===== src/hdl/text_encoding_detector_top_assert.svh =====
// Assertion macros for the text encoding detector top level.
`ifndef TEXT_ENCODING_DETECTOR_TOP_ASSERT_SVH
`define TEXT_ENCODING_DETECTOR_TOP_ASSERT_SVH

// Same-cycle implication, checked on every clock edge outside reset.
`define TED_ASSERT_NOW(label, ante, cons) \
  label: assert property (@(posedge clk) disable iff (rst) (ante) |-> (cons)) \
    else $error("text_encoding_detector: check failed");

// Next-cycle implication, checked on every clock edge outside reset.
`define TED_ASSERT_NEXT(label, ante, cons) \
  label: assert property (@(posedge clk) disable iff (rst) (ante) |=> (cons)) \
    else $error("text_encoding_detector: check failed");

`endif


===== src/hdl/ted_pkg.sv =====
// Shared types, constants and the lead byte classifier for the encoding detector.
package ted_pkg;

  // Text type codes as they appear on the result channel
  typedef enum logic [1:0] {
    TYPE_ANSI = 2'd0,
    TYPE_UTF8 = 2'd1,
    TYPE_UCS2 = 2'd2,
    TYPE_RAW  = 2'd3
  } ted_text_t;

  // Byte order mark lengths
  localparam logic [1:0] SKIP_NONE = 2'd0;
  localparam logic [1:0] SKIP_UCS2 = 2'd2;
  localparam logic [1:0] SKIP_UTF8 = 2'd3;

  // Byte order mark bytes
  localparam logic [7:0] BOM_UCS2_0 = 8'hff;
  localparam logic [7:0] BOM_UCS2_1 = 8'hfe;
  localparam logic [7:0] BOM_UTF8_0 = 8'hef;
  localparam logic [7:0] BOM_UTF8_1 = 8'hbb;
  localparam logic [7:0] BOM_UTF8_2 = 8'hbf;

  // Continuation byte pattern 10xxxxxx
  localparam logic [7:0] CONT_MASK  = 8'hc0;
  localparam logic [7:0] CONT_MATCH = 8'h80;

  localparam int unsigned HEAD_DEPTH = 3;

  typedef logic [1:0] ted_pos_t;
  typedef logic [2:0] ted_pend_t;

  // One input item
  typedef struct packed {
    logic [7:0] data_byte;
    logic       last;
    logic       empty_req;
  } ted_item_t;

  // One result item
  typedef struct packed {
    ted_text_t  text_type;
    logic [1:0] skip_bytes;
  } ted_result_t;

  // Continuation bytes expected after a lead byte
  function automatic ted_pend_t lead_length(input logic [7:0] b);
    ted_pend_t n;
    case (b) inside
      [8'h00:8'h7f]: n = 3'd0;
      [8'h80:8'hdf]: n = 3'd1;
      [8'he0:8'hef]: n = 3'd2;
      [8'hf0:8'hf7]: n = 3'd3;
      [8'hf8:8'hfb]: n = 3'd4;
      [8'hfc:8'hfd]: n = 3'd5;
      default:       n = 3'd0;
    endcase
    return n;
  endfunction

endpackage


===== src/hdl/ted_in_if.sv =====
// Byte input channel: valid/ready handshake with one text byte per item.
interface ted_in_if;
  logic       valid;
  logic       ready;
  logic [7:0] data_byte;
  logic       last;
  logic       empty_req;

  modport source(output valid, output data_byte, output last, output empty_req,
                 input ready);
  modport sink(input valid, input data_byte, input last, input empty_req,
               output ready);
endinterface


===== src/hdl/ted_out_if.sv =====
// Result channel: valid/ready handshake with one detection result per item.
interface ted_out_if;
  logic       valid;
  logic       ready;
  logic [1:0] text_type;
  logic [1:0] skip_bytes;

  modport source(output valid, output text_type, output skip_bytes, input ready);
  modport sink(input valid, input text_type, input skip_bytes, output ready);
endinterface


===== src/hdl/ted_core.sv =====
// Scan state of one text and the end-of-text decision.
module ted_core (
  input  logic                clk,
  input  logic                rst,
  input  logic                go,
  input  ted_pkg::ted_item_t  item,
  output logic                produce,
  output ted_pkg::ted_result_t res
);

  ted_pkg::ted_pos_t  byte_position;
  logic [7:0]         head_bytes [ted_pkg::HEAD_DEPTH];
  ted_pkg::ted_pend_t pending;
  logic               sequence_failed;
  logic               nul_seen;

  ted_pkg::ted_pos_t  byte_position_next;
  logic [7:0]         head_next [ted_pkg::HEAD_DEPTH];
  ted_pkg::ted_pend_t pending_next;
  logic               sequence_failed_next;
  logic               nul_seen_next;

  logic               take;
  logic               is_cont;
  logic               ucs2_mark;
  logic               utf8_mark;

  assign take    = !item.empty_req;
  assign produce = item.empty_req || item.last;
  assign is_cont = (item.data_byte & ted_pkg::CONT_MASK) == ted_pkg::CONT_MATCH;

  // State after this item's byte (unchanged for an empty request)
  always_comb begin
    byte_position_next   = byte_position;
    head_next            = head_bytes;
    pending_next         = pending;
    sequence_failed_next = sequence_failed;
    nul_seen_next        = nul_seen;
    if (take) begin
      if (byte_position != 2'd3) begin
        head_next[byte_position] = item.data_byte;
        byte_position_next       = byte_position + 2'd1;
      end
      if (item.data_byte == 8'h00) begin
        nul_seen_next = 1'b1;
      end
      if (!sequence_failed) begin
        if (pending != 3'd0) begin
          if (!is_cont) begin
            // NUL cuts the sequence short without marking it bad
            if (item.data_byte != 8'h00) begin
              sequence_failed_next = 1'b1;
            end
            pending_next = 3'd0;
          end else begin
            pending_next = pending - 3'd1;
          end
        end else begin
          pending_next = ted_pkg::lead_length(item.data_byte);
        end
      end
    end
  end

  // End-of-text decision on the updated state
  assign ucs2_mark = (byte_position_next >= 2'd2) &&
                     (head_next[0] == ted_pkg::BOM_UCS2_0) &&
                     (head_next[1] == ted_pkg::BOM_UCS2_1);
  assign utf8_mark = (byte_position_next == 2'd3) &&
                     (head_next[0] == ted_pkg::BOM_UTF8_0) &&
                     (head_next[1] == ted_pkg::BOM_UTF8_1) &&
                     (head_next[2] == ted_pkg::BOM_UTF8_2);

  always_comb begin
    res.skip_bytes = ted_pkg::SKIP_NONE;
    if (byte_position_next == 2'd0) begin
      res.text_type = ted_pkg::TYPE_ANSI;
    end else if (ucs2_mark) begin
      res.text_type  = ted_pkg::TYPE_UCS2;
      res.skip_bytes = ted_pkg::SKIP_UCS2;
    end else if (utf8_mark) begin
      res.text_type  = ted_pkg::TYPE_UTF8;
      res.skip_bytes = ted_pkg::SKIP_UTF8;
    end else if (nul_seen_next) begin
      res.text_type = ted_pkg::TYPE_RAW;
    end else if (sequence_failed_next) begin
      res.text_type = ted_pkg::TYPE_ANSI;
    end else if (pending_next != 3'd0) begin
      res.text_type = ted_pkg::TYPE_RAW;
    end else begin
      res.text_type = ted_pkg::TYPE_UTF8;
    end
  end

  // Control state: cleared after each result
  always_ff @(posedge clk) begin
    if (rst) begin
      byte_position   <= 2'd0;
      pending         <= 3'd0;
      sequence_failed <= 1'b0;
      nul_seen        <= 1'b0;
    end else if (go) begin
      if (produce) begin
        byte_position   <= 2'd0;
        pending         <= 3'd0;
        sequence_failed <= 1'b0;
        nul_seen        <= 1'b0;
      end else begin
        byte_position   <= byte_position_next;
        pending         <= pending_next;
        sequence_failed <= sequence_failed_next;
        nul_seen        <= nul_seen_next;
      end
    end
  end

  // Head bytes: only read at positions below byte_position, so no clear needed
  always_ff @(posedge clk) begin
    if (go) begin
      head_bytes <= head_next;
    end
  end

endmodule


===== src/hdl/text_encoding_detector_top.sv =====
// Text encoding detector: input register, scan core and result register.
// The result of a final item (last or empty_req) is held in the result register.
// Throughput: one item per cycle; the input register can advance while a result waits.
// A new result stalls only when the result register is still full and not being taken.
// Reset (rst, synchronous): empties both registers and clears the scan state.
module text_encoding_detector_top (
  input logic      clk,
  input logic      rst,
  ted_in_if.sink   bytes,
  ted_out_if.source result
);

  `include "text_encoding_detector_top_assert.svh"

  logic                 s1_valid;
  ted_pkg::ted_item_t   s1_item;
  logic                 s1_go;
  logic                 produce;
  ted_pkg::ted_result_t core_res;
  logic                 out_valid;
  ted_pkg::ted_result_t out_res;
  logic                 out_free;

  // Handshake control
  assign out_free    = !out_valid || result.ready;
  assign s1_go       = s1_valid && (!produce || out_free);
  assign bytes.ready = !s1_valid || s1_go;

  // Input register
  always_ff @(posedge clk) begin
    if (rst) begin
      s1_valid <= 1'b0;
    end else if (bytes.ready) begin
      s1_valid <= bytes.valid;
    end
  end

  always_ff @(posedge clk) begin
    if (bytes.ready && bytes.valid) begin
      s1_item.data_byte <= bytes.data_byte;
      s1_item.last      <= bytes.last;
      s1_item.empty_req <= bytes.empty_req;
    end
  end

  ted_core u_core (
    .clk     (clk),
    .rst     (rst),
    .go      (s1_go),
    .item    (s1_item),
    .produce (produce),
    .res     (core_res)
  );

  // Result register
  always_ff @(posedge clk) begin
    if (rst) begin
      out_valid <= 1'b0;
    end else if (s1_go && produce) begin
      out_valid <= 1'b1;
    end else if (result.ready) begin
      out_valid <= 1'b0;
    end
  end

  always_ff @(posedge clk) begin
    if (s1_go && produce) begin
      out_res <= core_res;
    end
  end

  assign result.valid      = out_valid;
  assign result.text_type  = out_res.text_type;
  assign result.skip_bytes = out_res.skip_bytes;

  // A result is never written over one that is still waiting
  `TED_ASSERT_NOW(a_no_overwrite, s1_go && produce, !out_valid || result.ready)
  // A consumed final item shows up as a result in the next cycle
  `TED_ASSERT_NEXT(a_result_follows, s1_go && produce, result.valid)
  // Back-pressure on the input only comes from a held input register
  `TED_ASSERT_NOW(a_ready_cause, !bytes.ready, s1_valid && produce && out_valid)

endmodule

===== src/flat_wrapper.sv =====
// flat-port wrapper written by rule: the top's interface ports become plain ports
module text_encoding_detector_top_flat 
  (clk, rst, bytes_valid, bytes_data_byte, bytes_last, bytes_empty_req, bytes_ready, result_valid, result_text_type, result_skip_bytes, result_ready);
  ted_in_if bytes_i ();
  ted_out_if result_i ();
  input logic clk;
  input logic rst;
  input wire logic [$bits(bytes_i.valid)-1:0] bytes_valid;
  input wire logic [$bits(bytes_i.data_byte)-1:0] bytes_data_byte;
  input wire logic [$bits(bytes_i.last)-1:0] bytes_last;
  input wire logic [$bits(bytes_i.empty_req)-1:0] bytes_empty_req;
  output wire logic [$bits(bytes_i.ready)-1:0] bytes_ready;
  output wire logic [$bits(result_i.valid)-1:0] result_valid;
  output wire logic [$bits(result_i.text_type)-1:0] result_text_type;
  output wire logic [$bits(result_i.skip_bytes)-1:0] result_skip_bytes;
  input wire logic [$bits(result_i.ready)-1:0] result_ready;
  assign bytes_i.valid = bytes_valid;
  assign bytes_i.data_byte = bytes_data_byte;
  assign bytes_i.last = bytes_last;
  assign bytes_i.empty_req = bytes_empty_req;
  assign bytes_ready = bytes_i.ready;
  assign result_valid = result_i.valid;
  assign result_text_type = result_i.text_type;
  assign result_skip_bytes = result_i.skip_bytes;
  assign result_i.ready = result_ready;
  text_encoding_detector_top u_core (.clk(clk), .rst(rst), .bytes(bytes_i), .result(result_i));
endmodule

===== config.mk =====
export PLATFORM = sky130hd
export DESIGN_NAME = text_encoding_detector_top_flat
export DESIGN_NICKNAME = d
export VERILOG_FILES = /design/src/hdl/ted_pkg.sv /design/src/hdl/ted_in_if.sv /design/src/hdl/ted_out_if.sv /design/src/hdl/ted_core.sv /design/src/hdl/text_encoding_detector_top.sv /design/src/flat_wrapper.sv
export VERILOG_INCLUDE_DIRS = /design/src /design/src/hdl
export SDC_FILE = /design/constraint.sdc
export NUM_CORES = 1
export LEC_CHECK = 0
export BUFFER_PORTS_ARGS = -buffer_cell sky130_fd_sc_hd__buf_4
export CAP_MARGIN = 20
export CORE_MARGIN = 8
export CORE_UTILIZATION = 50
export CTS_CLUSTER_SIZE = 14
export DETAILED_ROUTE_END_ITERATION = 16
export GPL_ROUTABILITY_DRIVEN = 0
export PLACE_DENSITY = 0.82
export SETUP_SLACK_MARGIN = 0.1
export SLEW_MARGIN = 25
export SYNTH_ARGS = -nofsm -noshare
export SYNTH_HDL_FRONTEND = slang
export SYNTH_HIERARCHICAL = 1
export SYNTH_SLANG_ARGS = --single-unit

===== constraint.sdc =====
create_clock -name clk -period 3.2 [get_ports clk]
set_input_delay 0.32 -clock clk [delete_from_list [all_inputs] [get_ports clk]]
set_output_delay 0.32 -clock clk [all_outputs]
set_load 0.05 [all_outputs]

==> flow_summary.ini, run 1 <==
[pwr]
swShare = 0.215
p_int_mw = 1.05
peakVddDrop_v = 0.000304
p_seq_frac = 0.539
powerDensity_mw_per_mm2 = 506
p_leak_nw = 0.950
switching_power_mw = 0.287
comb_power_share = 0.077
p_clk_frac = 0.384

[clocking]
postCtsSetupBuffers = 0
cts.repair.resized = 0
cts_tree = built
cts_root_buf = clkbuf_8
clkTransAtPathRegs_ns = 0.09
cts_hold_buf = 0
cts_max_level = 2
cts.sinks = 47
clkLatencyLatePin_ns = 0.30
cts_buffers = 5
cts_buffer_depth = 2

[job]
drv_cap = 0

[synthesis]
postSynthCellCount = 198
synth_edf_count = 38
synth-seq-cells = 47
synth_nets = 214
syn_avg_cell_area_um2 = 11.6
yosysSeqAreaShare = 0.573
ys.flop_type = edfxtp_1
async_flop_share = 0
synth_cell_types = 44
syn_area_mm2 = 0.00230
synth-warning-count = 6

[global_route]
antenna_found_initial = 0
grt.total_usage = 0.141
grt_pass1_wl_um = 8180
grt_pass1_vias = 1758
grt_max_degree = 28
grt_overflow = 0

[floorplan]
initial_core_util = 0.526
die_w_um = 83.9
coreArea_mm2 = 0.00438
die_area_mm2 = 0.00704
num_io_pins = 20
die_h_um = 83.9
rows = 24

[placement]
dpl.hpwl_um = 3290
placed_area_mm2 = 0.00250
io_buffers = 19

[drt]
drc_errors = 0
drt-wirelength-per-cell_um = 17.5
drtIter0Drc = 229
first_pass_iters = 4
final_antenna_net_count = 0
viasPerCell = 6.03
num_vias = 1641
wl_um = 4760

[timing]
setup_tns_ns = 0
period_share = 0.901
timing.fmax_mhz = 347
setup-violations-final = 0
grt_setup_unrepaired = false
min_period_ns = 2.88
max_slew_margin = 0.665
finClkSkew_ns = 0.00716
tightest_slew_ns = 0.501
final_max_slew_viol_count = 0
hold_viol_final = 0

[setup_path]
critical_path_peak_fanout = 12
cp.required_ns = 3.33
worstSetupPathType = reg -> reg
r2r_start = u_core/s1_item[0]
rrSetupSlack_ns = 0.32
crit_path_start_kind = flop
arrival_ns = 3.01
crit_path_end_kind = flop
rr_worst_depth = 7
critPathCapture = u_core/result.text_type[0]
startpoint = u_core/s1_item[0]
r2r_end = u_core/result.text_type[0]

[finish]
final_nets = 235
drive_gt1_frac = 0.259
antenna_cells = 0
fill_cells = 375
areaGrowthSynthToFinish_pct = 14.6
utilization = 0.602
fin_area_mm2 = 0.00264

[outcome]
status = completed

[hold_path]
min_path_type = in -> reg
## synth_stat cells, types with 3 or more instances
cell	n	share of area
inv_1	10	0.016
mux2i_1	3	0.013
nand2_1	15	0.024
o21ai_0	4	0.0087
nor3b_1	3	0.0098
clkbuf_1	5	0.0081
nor2b_1	3	0.0081
a21oi_1	11	0.024
a22oi_1	3	0.0098
edfxtp_1	38	0.50
nor3_1	11	0.024
mux2_2	20	0.098
nor2_1	13	0.021
nor4_1	6	0.016
dfxtp_1	9	0.078
buf_2	3	0.0065
nand3_1	7	0.015
## per-layer routing
metal	global-route usage	part of all wire	up-vias
met5	0	0	-
met4	0.0565	0.0065	0
met3	0.0410	0.065	4
met2	0.228	0.50	52
met1	0.169	0.43	797
li1	-	-	788
## critical path, cell delays in order (launching register included)
cell      delay (ns)
edfxtp_1        0.57
nor3_1          0.34
mux2i_1         0.36
inv_1           0.11
or4b_1          0.52
or3_1           0.37
or2_1           0.25
a311oi_2        0.19
## layout by cell type, fill, tap and decap left out, drive strengths merged, types with 2 or more instances in the layout
master,count
ha,2
bufinv,2
inv,10
o21bai,2
nor3,11
o21ai,4
mux2,21
nand3,7
nor2,13
a211oi,2
a311oi,2
or2,3
o22ai,2
a21oi,11
nor4,6
nor3b,4
nand2,15
clkbuf,5
edfxtp,38
nor2b,3
mux2i,3
a22oi,3
and3,2
o31ai,2
dfxtp,9
buf,23
## state kept, by name (all words and copies together) (netlist names)
register                       count
u_core/u_core/byte_position        2
u_core/s1_item                    10
u_core/result.valid                1
u_core/result.skip_bytes           2
u_core/u_core/nul_seen             1
u_core/u_core/pending              3
u_core/s1_valid                    1
u_core/u_core/sequence_failed      1
u_core/result.text_type            2
u_core/u_core/head_bytes          24
## area by class of cell
class	count	area, µm²	area share
clock inverters	3	67.6	0.0256
multi-input cells	132	908	0.344
well taps	52	65.1	0.0246
repair buffers	23	173	0.0654
flip-flops and latches	47	1320	0.500
clock buffers	5	68.8	0.0261
inverters	10	37.5	0.0142
## power groups by stage
stage               Clock [mW]  Sequential [mW]  Combinational (mW)
detailed placement           0            0.733               0.103
CTS                      0.517            0.720               0.103
global placement             0            0.732              0.0995
floorplan                    0            0.726              0.0681
finish                   0.512            0.720               0.103
global route             0.540            0.724               0.113
## through the flow
step                      instances  setup WS (ns)  power (mW)  hold WS [ns]
final                           272          0.318        1.34         0.199
after global routing            272          0.165        1.38         0.184
after CTS                       272          0.357        1.34         0.191
after floorplan                 198          0.594       0.794         0.389
after detailed placement        264          0.439       0.836         0.499
after global placement          264          0.529       0.832         0.494
## cells by family (layout without fill, tap and decap cells)
group                      count (synthesis)  in the layout  share of synthesized area
AOI/OAI and AO/OA                         33             33                     0.0945
buffers and inverters                     19             41                     0.0342
adders and majority gates                  2              2                     0.0109
and+or+nand+nor                           73             73                      0.172
muxes                                     24             24                      0.116
DFF                                       47             47                      0.573
## how the worst min path moves through the flow
stage | cells after the start | startpoint | end
after floorplan | 1 | rst | u_core/result.valid
after global placement | 2 | u_core/result.valid | u_core/result.valid
after global routing | 1 | bytes_last | u_core/s1_item[1]
after detailed placement | 1 | bytes_data_byte[0] | u_core/s1_item[2]
after CTS | 1 | bytes_data_byte[7] | u_core/s1_item[9]
final | 1 | bytes_data_byte[3] | u_core/s1_item[5]
No activity file was read; power rests on OpenSTA's default activity.
==> run 2: changes to the inputs <==
--- a/config.mk
+++ b/config.mk
@@ -14,6 +14,7 @@
 export DETAILED_ROUTE_END_ITERATION = 16
 export GPL_ROUTABILITY_DRIVEN = 0
 export PLACE_DENSITY = 0.82
+export REMOVE_ABC_BUFFERS = 1
 export SETUP_SLACK_MARGIN = 0.1
 export SLEW_MARGIN = 25
 export SYNTH_ARGS = -nofsm -noshare
==> run 2 against run 1 <==
Final cell count up 0.37%. First-iteration DRC count down 32%. Critical path depth down 1. Count of clock-buffer cells in the layout up 1. Non-clock buffer count up 1. Total power down 12%. Routed wire length down 3.9%. Global-route usage down 0.92 points. Setup slack better by 0.081 ns. Clock power down 32%. Worst hold slack worse by 0.0042 ns.
==> flow_summary.ini, run 2 (synthesis gave the netlist of run 1 again) <==
[outcome]
status = completed

[hold_path]
hold_end = u_core/s1_item[6]
hold_start = bytes_data_byte[4]
min_path_type = in -> reg
hold_depth = 1

[placement]
dpl.hpwl_um = 3240
io_buffers = 19
placed_area_mm2 = 0.00251
dp_cells = 265

[floorplan]
die_area_mm2 = 0.00704
coreArea_mm2 = 0.00438
die_h_um = 83.9
initial_core_util = 0.526
num_io_pins = 20
die_w_um = 83.9
rows = 24

[setup_path]
r2r_start = u_core/s1_item[0]
rr_worst_depth = 6
critical_path_peak_fanout = 12
r2r_end = u_core/result.text_type[0]
startpoint = u_core/s1_item[0]
rrSetupSlack_ns = 0.40
arrival_ns = 2.93
crit_path_start_kind = flop
cp.required_ns = 3.33
worstSetupPathType = reg -> reg
crit_path_end_kind = flop

[drt]
drt-wirelength-per-cell_um = 16.8
num_vias = 1657
wl_um = 4580
dr_wl_met2_um = 2200
top_layer = met4
final_antenna_net_count = 0
wl_met1_um = 2060
met3WireLength_um = 250
drc_errors = 0
drtIter0Drc = 155
first_pass_iters = 4
viasPerCell = 6.07

[finish]
largest_reg_flops = 24
fin_cells = 273
drive_gt1_frac = 0.258
final_nets = 236
final_cell_mix = edfxtp_1, buf_4, mux2_2
antenna_cells = 0
largest_register = u_core/u_core/head_bytes
reg.largest.list = u_core/u_core/head_bytes: 24 flops, u_core/s1_item: 10 flops, u_core/u_core/pending: 3 flops
fin_area_mm2 = 0.00260
fill_cells = 369
areaGrowthSynthToFinish_pct = 12.7
layout_commonest_cell = edfxtp_1

[job]
drv_cap = 0

[pwr]
powerDensity_mw_per_mm2 = 450
peakVddDrop_v = 0.000322
p_leak_nw = 0.931

[global_route]
grt_overflow = 0
antenna_found_initial = 0
grt_pass1_vias = 1619
grt.total_usage = 0.131
grt_max_degree = 27
grt_pass1_wl_um = 7620

[timing]
min_period_ns = 2.80
max_slew_margin = 0.676
final_max_slew_viol_count = 0
timing.fmax_mhz = 357
setup-violations-final = 0
tightest_slew_ns = 0.484
hold_viol_final = 0
finClkSkew_ns = 0.00730
period_share = 0.875
grt_setup_unrepaired = false

[clocking]
postCtsSetupBuffers = 0
cts.sinks = 47
cts_root_buf = clkbuf_8
cts.repair.resized = 0
cts_tree = built
clkTransAtPathRegs_ns = 0.09
cts_buffers = 5
cts_max_level = 2
cts_hold_buf = 0
cts_buffer_depth = 2
clkLatencyLatePin_ns = 0.30
[run 2: changes by cell type in the layout (fill, tap and decap cells not counted)]
cell       change
clkbuf_1       +1
clkinv_2       +1
bufinv_16      -2
buf_4          +1
[run 2: how the worst max path moves through the flow]
stage	slack, ns	endpoint	cells past startpoint
after global routing	0.17	u_core/result.text_type[1]	6
after floorplan	-0.15	u_core/result.text_type[0]	6
final	0.40	u_core/result.text_type[0]	6
after detailed placement	0.46	u_core/result.text_type[0]	6
after global placement	0.55	u_core/result.text_type[1]	7
after CTS	0.40	u_core/result.text_type[0]	6
[run 2: power breakdown]
| group | total, mW | leakage, nW | internal [mW] | switching (mW) |
|---|---|---|---|---|
| clock | 0.346 | 0.0412 | 0.153 | 0.193 |
| sequential | 0.718 | 0.434 | 0.692 | 0.0263 |
| combinational | 0.105 | 0.456 | 0.0468 | 0.0583 |
[run 2: cell type report]
cell class	instances	area, µm²	share of cell area
clock buffers	6	72.6	0.0279
flip-flops and latches	47	1320	0.509
repair buffers	24	180	0.0694
inverters	10	37.5	0.0145
clock inverters	2	12.5	0.00482
multi-input cells	132	908	0.350
well taps	52	65.1	0.0250
[run 2: per-layer routing]
metal | GRT usage | vias up
met5 | 0 | -
met4 | 0.0502 | 0
met3 | 0.0430 | 9
met2 | 0.203 | 56
met1 | 0.165 | 803
li1 | - | 789
[run 2: metrics by stage]
stage / util / hold slack, ns / TNS [ns] / power (mW) / setup WS (ns)
floorplan: - / 0.389 / -0.264 / 0.790 / -0.145
global placement: 0.573 / 0.490 / 0 / 0.832 / 0.546
detailed placement: 0.573 / 0.499 / 0 / 0.836 / 0.459
CTS: 0.592 / 0.185 / 0 / 1.18 / 0.404
global route: 0.592 / 0.177 / 0 / 1.21 / 0.173
finish: 0.592 / 0.194 / 0 / 1.17 / 0.400
[run 2: critical path, cell delays in order, from the launching register on]
cell and delay (ns):
edfxtp_1 0.56, nor3b_1 0.38, mux2_2 0.39, or4b_1 0.50, or3_1 0.36, or2_1 0.25
a311oi_2 0.20
==> run 3: changes to the inputs <==
--- a/config.mk
+++ b/config.mk
@@ -9,13 +9,14 @@
 export BUFFER_PORTS_ARGS = -buffer_cell sky130_fd_sc_hd__buf_4
 export CAP_MARGIN = 20
 export CORE_MARGIN = 8
-export CORE_UTILIZATION = 50
+export CORE_UTILIZATION = 41
 export CTS_CLUSTER_SIZE = 14
 export DETAILED_ROUTE_END_ITERATION = 16
 export GPL_ROUTABILITY_DRIVEN = 0
-export PLACE_DENSITY = 0.82
+export PLACE_DENSITY = 0.72
 export REMOVE_ABC_BUFFERS = 1
 export SETUP_SLACK_MARGIN = 0.1
+export SKIP_LAST_GASP = 1
 export SLEW_MARGIN = 25
 export SYNTH_ARGS = -nofsm -noshare
 export SYNTH_HDL_FRONTEND = slang
==> run 3 against run 2 <==
Routed wire length fell by 1.9%. Critical path depth rose by 1. Sequential power barely moved. Non-clock buffer count fell by 1. Final area rose by 0.48%. Via count fell by 4.8%. Total power fell by 0.91%. Setup slack got worse by 0.027 ns. Flip-flop and latch count did not move. Worst hold slack improved by 0.0048 ns. First-iteration DRC count rose by 34%. Count of clock-buffer cells in the layout rose by 2. Critical path type unchanged. Critical endpoint unchanged. Largest power group unchanged. Highest routed layer unchanged.
==> flow_summary.ini, run 3 (synthesis gave the netlist of run 1 again) <==
[outcome]
status = completed

[timing]
tightest_slew_ns = 0.445
final_max_slew_viol_count = 0
finClkSkew_ns = 0.00668
max_slew_margin = 0.703
hold_viol_final = 0
min_period_ns = 2.83
setup-violations-final = 0
period_share = 0.883
setup_tns_ns = 0
timing.fmax_mhz = 354
whs_ns = 0.199
grt_setup_unrepaired = false

[drt]
drt-wirelength-per-cell_um = 15.4
met3WireLength_um = 261
wl_met1_um = 2110
first_pass_iters = 4
drc_errors = 0
wl_um = 4490
num_vias = 1578
drtIter0Drc = 207
final_antenna_net_count = 0
viasPerCell = 5.40
top_layer = met4
dr_wl_met2_um = 2040

[finish]
reg.largest.list = u_core/u_core/head_bytes: 24 flops, u_core/s1_item: 10 flops, u_core/u_core/pending: 3 flops
antenna_cells = 0
utilization = 0.477
final_cell_mix = edfxtp_1, buf_4, mux2_2
largest_reg_flops = 24
fin_area_mm2 = 0.00261
final_nets = 235
layout_commonest_cell = edfxtp_1
areaGrowthSynthToFinish_pct = 13.2
drive_gt1_frac = 0.245
largest_register = u_core/u_core/head_bytes
fill_cells = 518

[setup_path]
worstSetupPathType = reg -> reg
rrSetupSlack_ns = 0.37
critical_path_peak_fanout = 12
rr_worst_depth = 7
crit_path_end_kind = flop
critPathCapture = u_core/result.text_type[0]
crit_path_start_kind = flop
r2r_end = u_core/result.text_type[0]
arrival_ns = 2.95
startpoint = u_core/s1_item[0]
r2r_start = u_core/s1_item[0]
cp.required_ns = 3.33

[pwr]
comb_power_share = 0.088
peakVddDrop_v = 0.000321
swShare = 0.229
p_seq_frac = 0.621
powerDensity_mw_per_mm2 = 444
p_int_mw = 0.893
p_leak_nw = 0.925
p_clk_frac = 0.292
total_power_mw = 1.16
switching_power_mw = 0.265

[placement]
io_buffers = 19
dpl.hpwl_um = 3250
placed_area_mm2 = 0.00253

[floorplan]
initial_core_util = 0.421
die_h_um = 91.0
rows = 27
num_io_pins = 20
coreArea_mm2 = 0.00547
die_area_mm2 = 0.00828
die_w_um = 91.0

[clocking]
cts_buffer_depth = 2
cts_tree = built
clkLatencyLatePin_ns = 0.29
clkTransAtPathRegs_ns = 0.08
cts.sinks = 47
cts.repair.resized = 0
postCtsSetupBuffers = 0
cts_hold_buf = 0
cts_max_level = 2
cts_buffers = 5
cts_root_buf = clkbuf_8

[global_route]
grt_max_degree = 27
grt_pass1_vias = 1617
grt_overflow = 0
grt_pass1_wl_um = 7910
antenna_found_initial = 0
grt.total_usage = 0.117

[job]
drv_cap = 0

[hold_path]
min_path_type = in -> reg
run 3: cell count changes in the layout (fill, tap and decap cells not counted), sizes merged:
cell,before,now
clkinv,1,0
clkinvlp,1,0
buf,24,23
clkbuf,6,8
run 3: worst min-delay path by stage:
stage | from | to | cells past startpoint
detailed placement | bytes_data_byte[4] | u_core/s1_item[6] | 1
finish | bytes_last | u_core/s1_item[1] | 1
global placement | u_core/result.valid | u_core/result.valid | 2
global route | bytes_data_byte[6] | u_core/s1_item[8] | 1
floorplan | rst | u_core/result.valid | 1
CTS | bytes_data_byte[5] | u_core/s1_item[7] | 1
run 3: critical path: stages (launching register included):
cell and delay (ns):
edfxtp_1 0.56, nor3_1 0.34, mux2i_1 0.35, inv_1 0.09
or4b_1 0.51, or3_1 0.37, or2_1 0.26, a311oi_2 0.19
run 3: cell type report:
class / count / area [µm²] / area share
flip-flops and latches: 47 / 1320 / 0.506
multi-input cells: 132 / 908 / 0.348
repair buffers: 23 / 173 / 0.0662
well taps: 72 / 90.1 / 0.0345
clock buffers: 8 / 80.1 / 0.0307
inverters: 10 / 37.5 / 0.0144
run 3: per-stage QoR:
stage                     setup WS (ns)  cells
after floorplan                  -0.145    189
after global placement            0.545    284
after detailed placement          0.425    284
after CTS                         0.384    292
after global routing              0.165    292
final                             0.373    292
run 3: metal layers:
metal / up-vias / GRT usage
li1: 787 / -
met1: 738 / 0.149
met2: 46 / 0.183
met3: 7 / 0.0362
met4: 0 / 0.0396
met5: - / 0
run 3: power groups by stage:
stage	registers (mW)	logic (mW)	clock network [mW]
final	0.719	0.102	0.338
after global routing	0.724	0.112	0.370
after CTS	0.719	0.102	0.347
after detailed placement	0.733	0.102	0
after global placement	0.732	0.0998	0
after floorplan	0.731	0.0590	0
